### config.mk
export PLATFORM = sky130hd
export DESIGN_NAME = lbsb_level_ram
export DESIGN_NICKNAME = d
export VERILOG_FILES = /design/src/sv/lbsb_pkg.sv /design/src/sv/lbsb_level_ram.sv
export SDC_FILE = /design/constraint.sdc
export NUM_CORES = 1
export LEC_CHECK = 0
export ABC_AREA = 0
export BUFFER_PORTS_ARGS = -buffer_cell sky130_fd_sc_hd__buf_4
export CORE_MARGIN = 2
export CORE_UTILIZATION = 60
export CTS_BUF_LIST = sky130_fd_sc_hd__clkbuf_8 sky130_fd_sc_hd__clkbuf_16
export DETAILED_ROUTE_END_ITERATION = 8
export GPL_ROUTABILITY_DRIVEN = 0
export MAX_ROUTING_LAYER = met4
export PLACE_DENSITY = 0.77
export SLEW_MARGIN = 0
export SYNTH_ARGS = -nofsm -noshare
export SYNTH_HDL_FRONTEND = slang
export SYNTH_SLANG_ARGS = --single-unit
export TNS_END_PERCENT = 30
### constraint.sdc
create_clock -name clk -period 2.2 [get_ports clk]
set_input_delay 0.11 -clock clk [delete_from_list [all_inputs] [get_ports clk]]
set_output_delay 0.11 -clock clk [all_outputs]
set_load 0.005 [all_outputs]
### src/sv/lbsb_pkg.sv
// Shared types, constants and elaboration-time tables for the log-band spectrum bar core.
// Holds the log2 and band edge table builders and the bar level update function.
// No dependencies.
`timescale 1ns / 1ps

package lbsb_pkg;

	localparam int BINS        = 256;
	localparam int BIN_AW      = 8;
	localparam int MAG_W       = 15;
	localparam int PEAK_LSB    = 7;
	localparam int Y_W         = 8;
	localparam int ROWS_W      = 10;
	localparam int FALL_W      = 12;
	localparam int LEVEL_W     = 18;
	localparam int LVL_PAIR_W  = 2 * LEVEL_W;
	localparam int SPEC_W      = 2 * MAG_W;
	localparam int INDEX_W     = 6;
	localparam int IN_TDATA_W  = 32;
	localparam int OUT_TDATA_W = 24;
	localparam int CFG_IDX_W   = 2;
	localparam int CFG_DATA_W  = 12;
	localparam int LOG_W       = 27;
	localparam int FRAC_W      = 24;
	localparam int PROD_W      = LOG_W + ROWS_W;
	localparam int SCALED_W    = PROD_W + 3;
	localparam int MAG_SH      = 29;
	localparam int DPROD_W     = FALL_W + ROWS_W;
	localparam int RECIP_W     = 23;
	localparam int RECIP_SH    = 26;
	localparam int DECAY_W     = 19;
	localparam int MAX_COLUMNS = 64;
	localparam int DEF_COLUMNS = 32;
	localparam int EDGE_DEPTH  = MAX_COLUMNS + 1;
	localparam int EDGE_IDX_W  = 7;

	localparam logic [ROWS_W-1:0]  ROWS_RESET    = 10'd64;
	localparam logic [FALL_W-1:0]  FALLOFF_RESET = 12'd307;
	// ceil(2^26 / 15): exact floor division by 15 for 22-bit products
	localparam logic [RECIP_W-1:0] RECIP_15      = 23'd4473925;

	typedef enum logic [CFG_IDX_W-1:0] {
		CFG_ROWS    = 2'd0,
		CFG_FALLOFF = 2'd1
	} lbsb_cfg_t;

	typedef enum logic [3:0] {
		S_RECV,
		S_START,
		S_SCAN,
		S_DRAIN,
		S_MUL,
		S_MAG,
		S_WB,
		S_ERD,
		S_ELOAD,
		S_EWAIT
	} lbsb_state_t;

	typedef struct packed {
		logic clr;
		logic wr_en;
		logic rd_en;
	} lvl_ctl_t;

	typedef logic [LOG_W-1:0] log2_tab_t [BINS];
	typedef logic [BIN_AW-1:0] edge_tab_t [EDGE_DEPTH];

	// log2 in Q3.24, fraction by repeated squaring of the Q1.30 mantissa
	function automatic logic [LOG_W-1:0] log2_q24(input logic [Y_W-1:0] y);
		logic [2:0]        n;
		logic [63:0]       m;
		logic [FRAC_W-1:0] frac;
		int                k;
		int                b;
		n    = '0;
		frac = '0;
		for (k = 1; k < Y_W; k++) begin
			if ((y >> k) != '0) begin
				n = 3'(k);
			end
		end
		m = (64'(y) << 30) >> n;
		for (b = FRAC_W - 1; b >= 0; b--) begin
			m = (m * m) >> 30;
			if (m >= 64'd2147483648) begin
				m       = m >> 1;
				frac[b] = 1'b1;
			end
		end
		if (y == '0) begin
			return '0;
		end
		return {n, frac};
	endfunction

	function automatic log2_tab_t log2_tab();
		log2_tab_t t;
		int        i;
		for (i = 0; i < BINS; i++) begin
			t[i] = log2_q24(Y_W'(i));
		end
		return t;
	endfunction

	// floor(255^(i/columns)) with both ends pinned
	function automatic edge_tab_t edge_tab(input int columns);
		edge_tab_t         t;
		log2_tab_t         l;
		logic [63:0]       l255;
		logic [BIN_AW-1:0] best;
		int                i;
		int                e;
		l    = log2_tab();
		l255 = 64'(l[255]);
		for (i = 0; i < EDGE_DEPTH; i++) begin
			t[i] = 8'd255;
		end
		t[0] = 8'd1;
		for (i = 1; i < columns; i++) begin
			best = 8'd1;
			for (e = 1; e < BINS; e++) begin
				if (64'(columns) * 64'(l[e]) <= 64'(i) * l255) begin
					best = BIN_AW'(e);
				end
			end
			t[i] = best;
		end
		t[columns] = 8'd255;
		return t;
	endfunction

	// drop by the decay step, then rise to the new magnitude
	function automatic logic [LEVEL_W-1:0] level_next(
		input logic [LEVEL_W-1:0] lv,
		input logic [ROWS_W-1:0]  mag,
		input logic [DECAY_W-1:0] decay
	);
		logic [DECAY_W-1:0] lv_w;
		logic [LEVEL_W-1:0] dec;
		logic [LEVEL_W-1:0] tgt;
		lv_w = DECAY_W'(lv);
		dec  = (lv_w > decay) ? LEVEL_W'(lv_w - decay) : '0;
		tgt  = {mag, 8'h00};
		return (tgt > dec) ? tgt : dec;
	endfunction

endpackage

### src/sv/lbsb_level_ram.sv
// Bar level store: one entry per column holding the right and left levels.
// Per-entry valid bits make unwritten or cleared entries read as zero. Depends on lbsb_pkg.
`timescale 1ns / 1ps

module lbsb_level_ram #(
	parameter int DEPTH = lbsb_pkg::DEF_COLUMNS
) (
	input  logic                                clk,
	input  logic                                arst_n,
	input  lbsb_pkg::lvl_ctl_t                  ctl,
	input  logic [$clog2(DEPTH)-1:0]            wr_addr,
	input  logic [$clog2(DEPTH)-1:0]            rd_addr,
	input  logic [lbsb_pkg::LVL_PAIR_W-1:0]     wdata,
	output logic [lbsb_pkg::LVL_PAIR_W-1:0]     rdata
);

	logic [lbsb_pkg::LVL_PAIR_W-1:0] mem_q [DEPTH];
	logic [DEPTH-1:0]                valid_q;
	logic [lbsb_pkg::LVL_PAIR_W-1:0] rdata_s1;
	logic                            vld_s1;

	always_ff @(posedge clk) begin
		if (ctl.wr_en) begin
			mem_q[wr_addr] <= wdata;
		end
		if (ctl.rd_en) begin
			rdata_s1 <= mem_q[rd_addr];
		end
	end

	always_ff @(posedge clk or negedge arst_n) begin
		if (!arst_n) begin
			valid_q <= '0;
			vld_s1  <= 1'b0;
		end else begin
			if (ctl.clr) begin
				valid_q <= '0;
			end else if (ctl.wr_en) begin
				valid_q[wr_addr] <= 1'b1;
			end
			if (ctl.rd_en) begin
				vld_s1 <= valid_q[rd_addr];
			end
		end
	end

	assign rdata = vld_s1 ? rdata_s1 : '0;

endmodule

==> flow_summary.rst, run 1 <==
.. list-table::
   :header-rows: 1

   * - Metric
     - Value
   * - Netlist Area Pre-Place
     - 0.0464 mm²
   * - CP bufs+invs
     - 0
   * - Final layout net count
     - 2247
   * - Setup slack after placement
     - -0.0621 ns
   * - Standby leakage power
     - 17.5 nW
   * - Startpoint class of the critical path
     - flop
   * - Initial antenna violation count
     - 1
   * - TritonCTS buffer count
     - 115
   * - Count of hold buffers inserted by post-cts repair
     - 41
   * - Worst path slowest cell
     - mux4_2
   * - RSZ-0062 raised after global routing
     - false
   * - Biggest cell delay along the critical path
     - 0.52 ns
   * - Fillcell total
     - 4303
   * - Worst-margin pin slew
     - 0.590 ns
   * - Final critical delay including setup and external delays
     - 2.00 ns
   * - First-pass GRT wire length
     - 164000 µm
   * - Required time of the critical path
     - 2.62 ns
   * - Mux contribution to synthesized area
     - 18.7%
   * - Compound-Gate Fraction of Synth Area
     - 0.148%
   * - Hold violation count in the final report
     - 0
   * - Worst path top cell family by delay
     - multiplexers
   * - Count of flip-flops with a built-in enable after synthesis
     - 1188
   * - DR iter-0 viols
     - 3159
   * - Post-cts gate resize count
     - 0
   * - Via density per instance
     - 6.72
   * - Endpoint kind of the worst setup timing path
     - flop
   * - Post-CTS clock slew at the launch and capture registers of the worst setup and hold paths
     - 0.06 ns
   * - Total congestion overflow after global routing
     - 0
   * - H-tree levels
     - 3
   * - Average wire per standard cell
     - 34.5 µm
   * - Worst VDD drop
     - 0.753 mV
   * - Result of the run
     - finished clean
   * - Number of remaining DRC errors
     - 0
   * - Total of endpoints with negative setup slack in the final report
     - 0
   * - Cells along the critical path
     - mux4_2 > mux4_2 > mux2_2
   * - Average size of a mapped cell
     - 24.5 µm²
   * - Post-DP HPWL
     - 56600 µm
   * - CP arrival
     - 2.42 ns
   * - Seq/Total Area, Yosys
     - 78.6%
   * - Critical path class
     - flop to flop
   * - Share of post-route cells with drive strength above 1
     - 36.4%
   * - Worst-case clock buffer depth
     - 3
   * - Share of flip-flops with an asynchronous set or reset after synthesis
     - 2.70%
   * - Crit share post-route
     - 90.7%
   * - Area enclosed by the die boundary
     - 0.0796 mm²
   * - Synth Net Count
     - 1946
   * - Sink Count
     - 1221
   * - Share of synthesized cell area in full adder, half adder and majority cells
     - 0%
   * - Port-buffer cells
     - 86
   * - Vias after detailed routing
     - 22400
   * - Width of the chip
     - 282 µm
   * - Pre-antenna DRT Iters
     - 5
   * - Insertion delay of the later-clocked pin in the worst-skew pair
     - 0.68 ns
   * - Worst min-delay path class
     - input pin to flop
   * - Initial standard-cell utilization of the core
     - 60.2%
   * - Synthesis-to-finish area growth
     - 17.1%
   * - Simple-gate area share of the yosys netlist
     - 1.60%
   * - Yosys reg bits
     - 1221
   * - Critical path's most frequent cell
     - mux4_2
   * - Mapped Cells
     - 1895
   * - Setup TNS after final layout
     - 0 ns
   * - Total wirelength of the detailed-routed design
     - 115000 µm
   * - Pins Over Slew Limit
     - 0
   * - Root Driver
     - clkbuf_16
   * - Maximum number of pins on one net before global-route repair
     - 39
   * - Dominant combinational cell family by area after synthesis
     - multiplexers
   * - Distinct cells, synth
     - 27
   * - Worst max-slew margin expressed relative to the limit
     - 60.7%
   * - Worst Skew
     - 0.0257 ns
   * - CORE AREA
     - 0.0771 mm²
   * - Yosys synthesis warning count
     - 0
   * - Worst setup margin
     - 0.204 ns
   * - Max_cap viols
     - 0
   * - Number of global-route vias before repair
     - 23100
   * - TritonCTS clock tree
     - built
   * - Final Non-Filler Cells
     - 3331
   * - Maximum achievable frequency
     - 0.501 GHz
   * - Post-layout utilization of the core
     - 70.6%
   * - Cell total after placement
     - 3078
   * - Top_reg_cell synth
     - edfxtp_1
   * - I/O pin cnt
     - 87
   * - Overall track demand over capacity in global routing
     - 30.8%
   * - Count of standard-cell rows
     - 102
   * - Highest fanout seen on the critical path
     - 1
   * - DIE HEIGHT
     - 282 µm
   * - Synth Area in XOR/XNOR
     - 0%
   * - Buffer count from post-CTS setup fixing
     - 0
   * - Post-detailed-route count of antenna-violating nets
     - 0
   * - Ratio of total power to cell area
     - 896 mW/mm²
-- cell usage after synthesis (2+ instances only) --
| cell | n | area share (%) |
|---|---|---|
| buf_4 | 15 | 0.24 |
| nor2_1 | 99 | 0.80 |
| dfrtp_1 | 33 | 1.8 |
| mux4_2 | 360 | 17 |
| nand2b_1 | 2 | 0.027 |
| nand3b_1 | 5 | 0.081 |
| mux2_2 | 36 | 0.87 |
| mux2i_1 | 16 | 0.34 |
| clkbuf_1 | 51 | 0.41 |
| a22oi_1 | 3 | 0.048 |
| buf_2 | 16 | 0.17 |
| buf_6 | 3 | 0.073 |
| nand3_1 | 3 | 0.032 |
| edfxtp_1 | 1188 | 77 |
| and2_1 | 37 | 0.50 |
| nor2b_1 | 2 | 0.027 |
| nand2_1 | 5 | 0.040 |
| or3b_1 | 3 | 0.057 |
| buf_1 | 8 | 0.065 |
| a21oi_1 | 3 | 0.032 |
-- cell usage in the layout, fill, tap and decap left out, types with 3 or more instances in the layout --
master	synthesis	routed
buf_4	15	166
nor2_1	99	67
dlygate4sd3_1	0	40
clkinv_2	0	22
and2_1	37	37
nand2_1	5	5
a21oi_1	3	3
inv_1	0	14
nand3b_1	5	5
clkbuf_16	0	116
a22oi_1	3	3
dfrtp_1	33	32
mux4_2	360	360
nor2_4	0	32
buf_12	0	68
mux2_2	36	36
edfxtp_1	1188	1188
bufinv_16	0	17
inv_6	0	3
clkinv_1	0	29
or3b_1	3	3
nand3_1	3	3
clkinvlp_4	0	6
mux2i_1	16	16
-- layout make-up --
cell class              instances  area (µm²)  area share [%]
clock buffers                 116        2900            5.34
clock inverters                95         907            1.67
multi-input cells             581        9730            17.9
well taps                    1040        1300            2.39
flip-flops and latches       1221       36500            67.1
repair buffers                277        3050            5.61
diodes                          1        2.50         0.00460
-- cells by family after synthesis --
group / after synthesis
multiplexers: 412
AO/OA/AOI/OAI: 10
buffers and inverters: 93
AND/OR/NAND/NOR: 159
flip-flops: 1221
-- per-layer routing --
metal | vias up | GRT usage, % | part of all wire [%]
met2 | 1521 | 47.6 | 50
li1 | 8717 | - | -
met3 | 239 | 7.19 | 11
met1 | 11900 | 41.4 | 36
met4 | 0 | 10.2 | 3.1
met5 | - | - | 0
-- per-stage QoR --
step | hold WS (ns) | total power [W] | cell area (µm²)
after floorplan | -0.186 | 0.0278 | 46400
after global placement | 0.0587 | 0.0289 | 50200
after detailed placement | 0.0708 | 0.0290 | 50200
after CTS | 0.0618 | 0.0489 | 54400
after global routing | 0.0794 | 0.0499 | 54400
final | 0.104 | 0.0487 | 54400
-- report_power, final --
| group | leakage, nW | switching, W | internal [W] |
|---|---|---|---|
| registers | 11.2 | 0.000117 | 0.0259 |
| clock network | 1.92 | 0.00849 | 0.0116 |
| logic | 4.42 | 0.00138 | 0.00130 |
| total | 17.5 | 0.00998 | 0.0387 |
-- registers in the layout, summed over array words and instances (netlist names) --
| signal | cells |
|---|---|
| valid_q | 32 |
| mem_q | 1152 |
| vld_s1 | 1 |
| rdata_s1 | 36 |
-- final timing paths --
kind,to,depth (start not counted),slack (ns),startpoint
setup / recovery,rdata_s1[26],3,0.20,mem_q[23][26]
hold / removal,rdata_s1[32],2,0.10,rd_addr[4]
setup reg to reg,rdata_s1[26],3,0.20,mem_q[23][26]
hold reg to reg,valid_q[10],2,0.50,valid_q[10]
max in group asynchronous,vld_s1,4,1.57,arst_n
min in group asynchronous,valid_q[9],4,0.43,arst_n
No activity file was read; power rests on OpenSTA's default activity.
==> run 2, diff against run 1 <==
--- a/config.mk
+++ b/config.mk
@@ -8,12 +8,12 @@
 export ABC_AREA = 0
 export BUFFER_PORTS_ARGS = -buffer_cell sky130_fd_sc_hd__buf_4
 export CORE_MARGIN = 2
-export CORE_UTILIZATION = 60
+export CORE_UTILIZATION = 56
 export CTS_BUF_LIST = sky130_fd_sc_hd__clkbuf_8 sky130_fd_sc_hd__clkbuf_16
 export DETAILED_ROUTE_END_ITERATION = 8
 export GPL_ROUTABILITY_DRIVEN = 0
 export MAX_ROUTING_LAYER = met4
-export PLACE_DENSITY = 0.77
+export PLACE_DENSITY = 0.75
 export SLEW_MARGIN = 0
 export SYNTH_ARGS = -nofsm -noshare
 export SYNTH_HDL_FRONTEND = slang
==> constraint.sdc (replaced) <==
create_clock -name clk -period 1.6 [get_ports clk]
set_input_delay 0.08 -clock clk [delete_from_list [all_inputs] [get_ports clk]]
set_output_delay 0.08 -clock clk [all_outputs]
set_load 0.005 [all_outputs]
==> flow_summary.rst, run 2 (synthesized netlist as in run 1, its figures left out) <==
.. list-table::
   :header-rows: 1

   * - Metric
     - Value
   * - Initial antenna violation count
     - 2
   * - Final layout net count
     - 2282
   * - Fillcell total
     - 4814
   * - Crit Reg-Reg Endpoint
     - rdata_s1[0]
   * - Minimum setup slack among reg-to-reg paths
     - -0.34 ns
   * - Max reg flops
     - 1152
   * - Total wirelength of the detailed-routed design
     - 113000 µm
   * - Cell total after placement
     - 3145
   * - Worst-case clock buffer depth
     - 3
   * - Startpoint class of the critical path
     - flop
   * - RSZ-0062 raised after global routing
     - true
   * - Setup TNS after final layout
     - -12.12 ns
   * - Maximum number of pins on one net before global-route repair
     - 40
   * - Critical path class
     - flop to flop
   * - Count of standard-cell rows
     - 105
   * - Synthesis-to-finish area growth
     - 18.8%
   * - Sink Count
     - 1221
   * - Maximum achievable frequency
     - 0.517 GHz
   * - Port-buffer cells
     - 86
   * - Worst max-slew margin expressed relative to the limit
     - 67.1%
   * - H-tree levels
     - 3
   * - Hold Startpoint
     - rd_addr[3]
   * - P_sw
     - 0.0133 W
   * - Worst VDD drop
     - 0.794 mV
   * - Worst min-delay path class
     - input pin to flop
   * - Via density per instance
     - 6.53
   * - Vias after detailed routing
     - 22100
   * - P_int
     - 0.0516 W
   * - Worst-margin pin slew
     - 0.492 ns
   * - Average wire per standard cell
     - 33.2 µm
   * - Crit share post-route
     - 121%
   * - Root Driver
     - clkbuf_16
   * - Register name with the most flops
     - mem_q
   * - Area enclosed by the die boundary
     - 0.0852 mm²
   * - Seq pwr share
     - 55.1%
   * - TritonCTS buffer count
     - 112
   * - Top Registers
     - mem_q: 1152 flops, rdata_s1: 36 flops, valid_q: 32 flops
   * - Cells on Worst Hold Path
     - 4
   * - Worst setup margin
     - -0.336 ns
   * - Post-DP HPWL
     - 61400 µm
   * - Number of global-route vias before repair
     - 23000
   * - Buffer count from post-CTS setup fixing
     - 0
   * - TritonCTS clock tree
     - built
   * - Initial standard-cell utilization of the core
     - 56.6%
   * - Max_cap viols
     - 0
   * - Switch share
     - 20.5%
   * - Final Non-Filler Cells
     - 3394
   * - Total of endpoints with negative setup slack in the final report
     - 72
   * - Post-CTS clock slew at the launch and capture registers of the worst setup and hold paths
     - 0.06 ns
   * - Final critical delay including setup and external delays
     - 1.94 ns
   * - CP arrival
     - 2.36 ns
   * - I/O pin cnt
     - 87
   * - Number of remaining DRC errors
     - 0
   * - Result of the run
     - finished, violations left
   * - Worst Skew
     - 0.0241 ns
   * - Commonest cells after routing, fill and taps aside
     - edfxtp_1, mux4_2, buf_4
   * - Area occupied by multi-input gates
     - 0.00990 mm²
   * - Worst R2R Path Depth
     - 3
   * - Standby leakage power
     - 17.9 nW
   * - Share of post-route cells with drive strength above 1
     - 38.2%
   * - DR iter-0 viols
     - 2831
   * - Startpoint of the most critical register-to-register path
     - mem_q[24][0]
   * - Pins Over Slew Limit
     - 0
   * - Pre-antenna DRT Iters
     - 5
   * - Width of the chip
     - 292 µm
   * - Worst hold path endpoint
     - vld_s1
   * - Endpoint kind of the worst setup timing path
     - flop
   * - Highest fanout seen on the critical path
     - 1
   * - First-pass GRT wire length
     - 163000 µm
   * - Hold violation count in the final report
     - 0
   * - Most common cell after layout, fill and taps aside
     - edfxtp_1
   * - Required time of the critical path
     - 2.02 ns
   * - Overall track demand over capacity in global routing
     - 28.0%
   * - Sequential cell area
     - 0.0365 mm²
   * - DIE HEIGHT
     - 292 µm
   * - Violations in the final reports
     - setup timing
   * - Clk pwr share
     - 38.9%
   * - Insertion delay of the later-clocked pin in the worst-skew pair
     - 0.68 ns
   * - Total congestion overflow after global routing
     - 0
   * - Ratio of total power to cell area
     - 1180 mW/mm²
   * - Relative contribution of combinational cells to total power
     - 6.0%
   * - Post-detailed-route count of antenna-violating nets
     - 0
   * - CORE AREA
     - 0.0821 mm²
run 2: worst max path at each step:
stage            startpoint            to  slack (ns)
2_1_floorplan    wr_addr[2]  mem_q[10][0]       -0.37
3_3_place_gp     rd_addr[0]   rdata_s1[5]       -0.63
3_5_place_dp     rd_addr[0]   rdata_s1[5]       -0.64
4_1_cts        mem_q[28][8]   rdata_s1[8]       -0.34
5_1_grt        mem_q[26][0]   rdata_s1[0]       -0.36
6_report       mem_q[24][0]   rdata_s1[0]       -0.34
run 2: power groups by stage:
stage	clock network, W	logic (W)	registers, W
after floorplan	0	0.00203	0.0363
after global placement	0	0.00355	0.0364
after detailed placement	0	0.00365	0.0364
after CTS	0.0255	0.00386	0.0357
after global routing	0.0267	0.00413	0.0357
final	0.0252	0.00391	0.0357
run 2: final cells by class:
class	count	area share, %
Sequential cell	1221	66.2
Multi-Input combinational cell	581	17.9
Clock buffer	117	5.27
Timing Repair Buffer	315	7.20
Clock inverter	87	0.993
Tap cell	1070	2.43
Antenna cell	3	0.0136
run 2: what timing repair did:
item / 4_1_cts / 5_1_grt
endpoints found under the hold margin: 1259 / 0
hold buffers: 42 / 0
setup endpoints to repair: 72 / 72
gates resized for setup: 33 / 29
pin swaps: 0 / 0
run 2: routing by layer:
layer / routed length (µm) / vias up / track usage (%) / share of wire [%]
met1: 40800 / 11900 / 36.9 / 36
met2: 57500 / 1282 / 45.3 / 51
met3: 11200 / 190 / 5.10 / 10
met4: 3050 / 0 / 8.44 / 2.7
li1: - / 8790 / - / -
met5: 0 / - / - / 0
run 2: worst max-delay path, stage by stage, from the launching register on:
cell and delay [ns]:
edfxtp_1 0.37, mux4_2 0.51, mux4_2 0.53, mux2_4 0.28
run 2: per-stage QoR:
step / hold WS (ns) / power, W / cell area [µm²] / setup slack (ns) / utilization, %
6_report: 0.112 / 0.0649 / 55200 / -0.336 / 67.2
3_5_place_dp: 0.0454 / 0.0400 / 51100 / -0.643 / 62.2
3_3_place_gp: 0.0303 / 0.0399 / 51100 / -0.629 / 62.2
4_1_cts: 0.0598 / 0.0651 / 55100 / -0.340 / 67.1
2_1_floorplan: -0.216 / 0.0384 / 46900 / -0.369 / -
5_1_grt: 0.0948 / 0.0666 / 55200 / -0.359 / 67.2
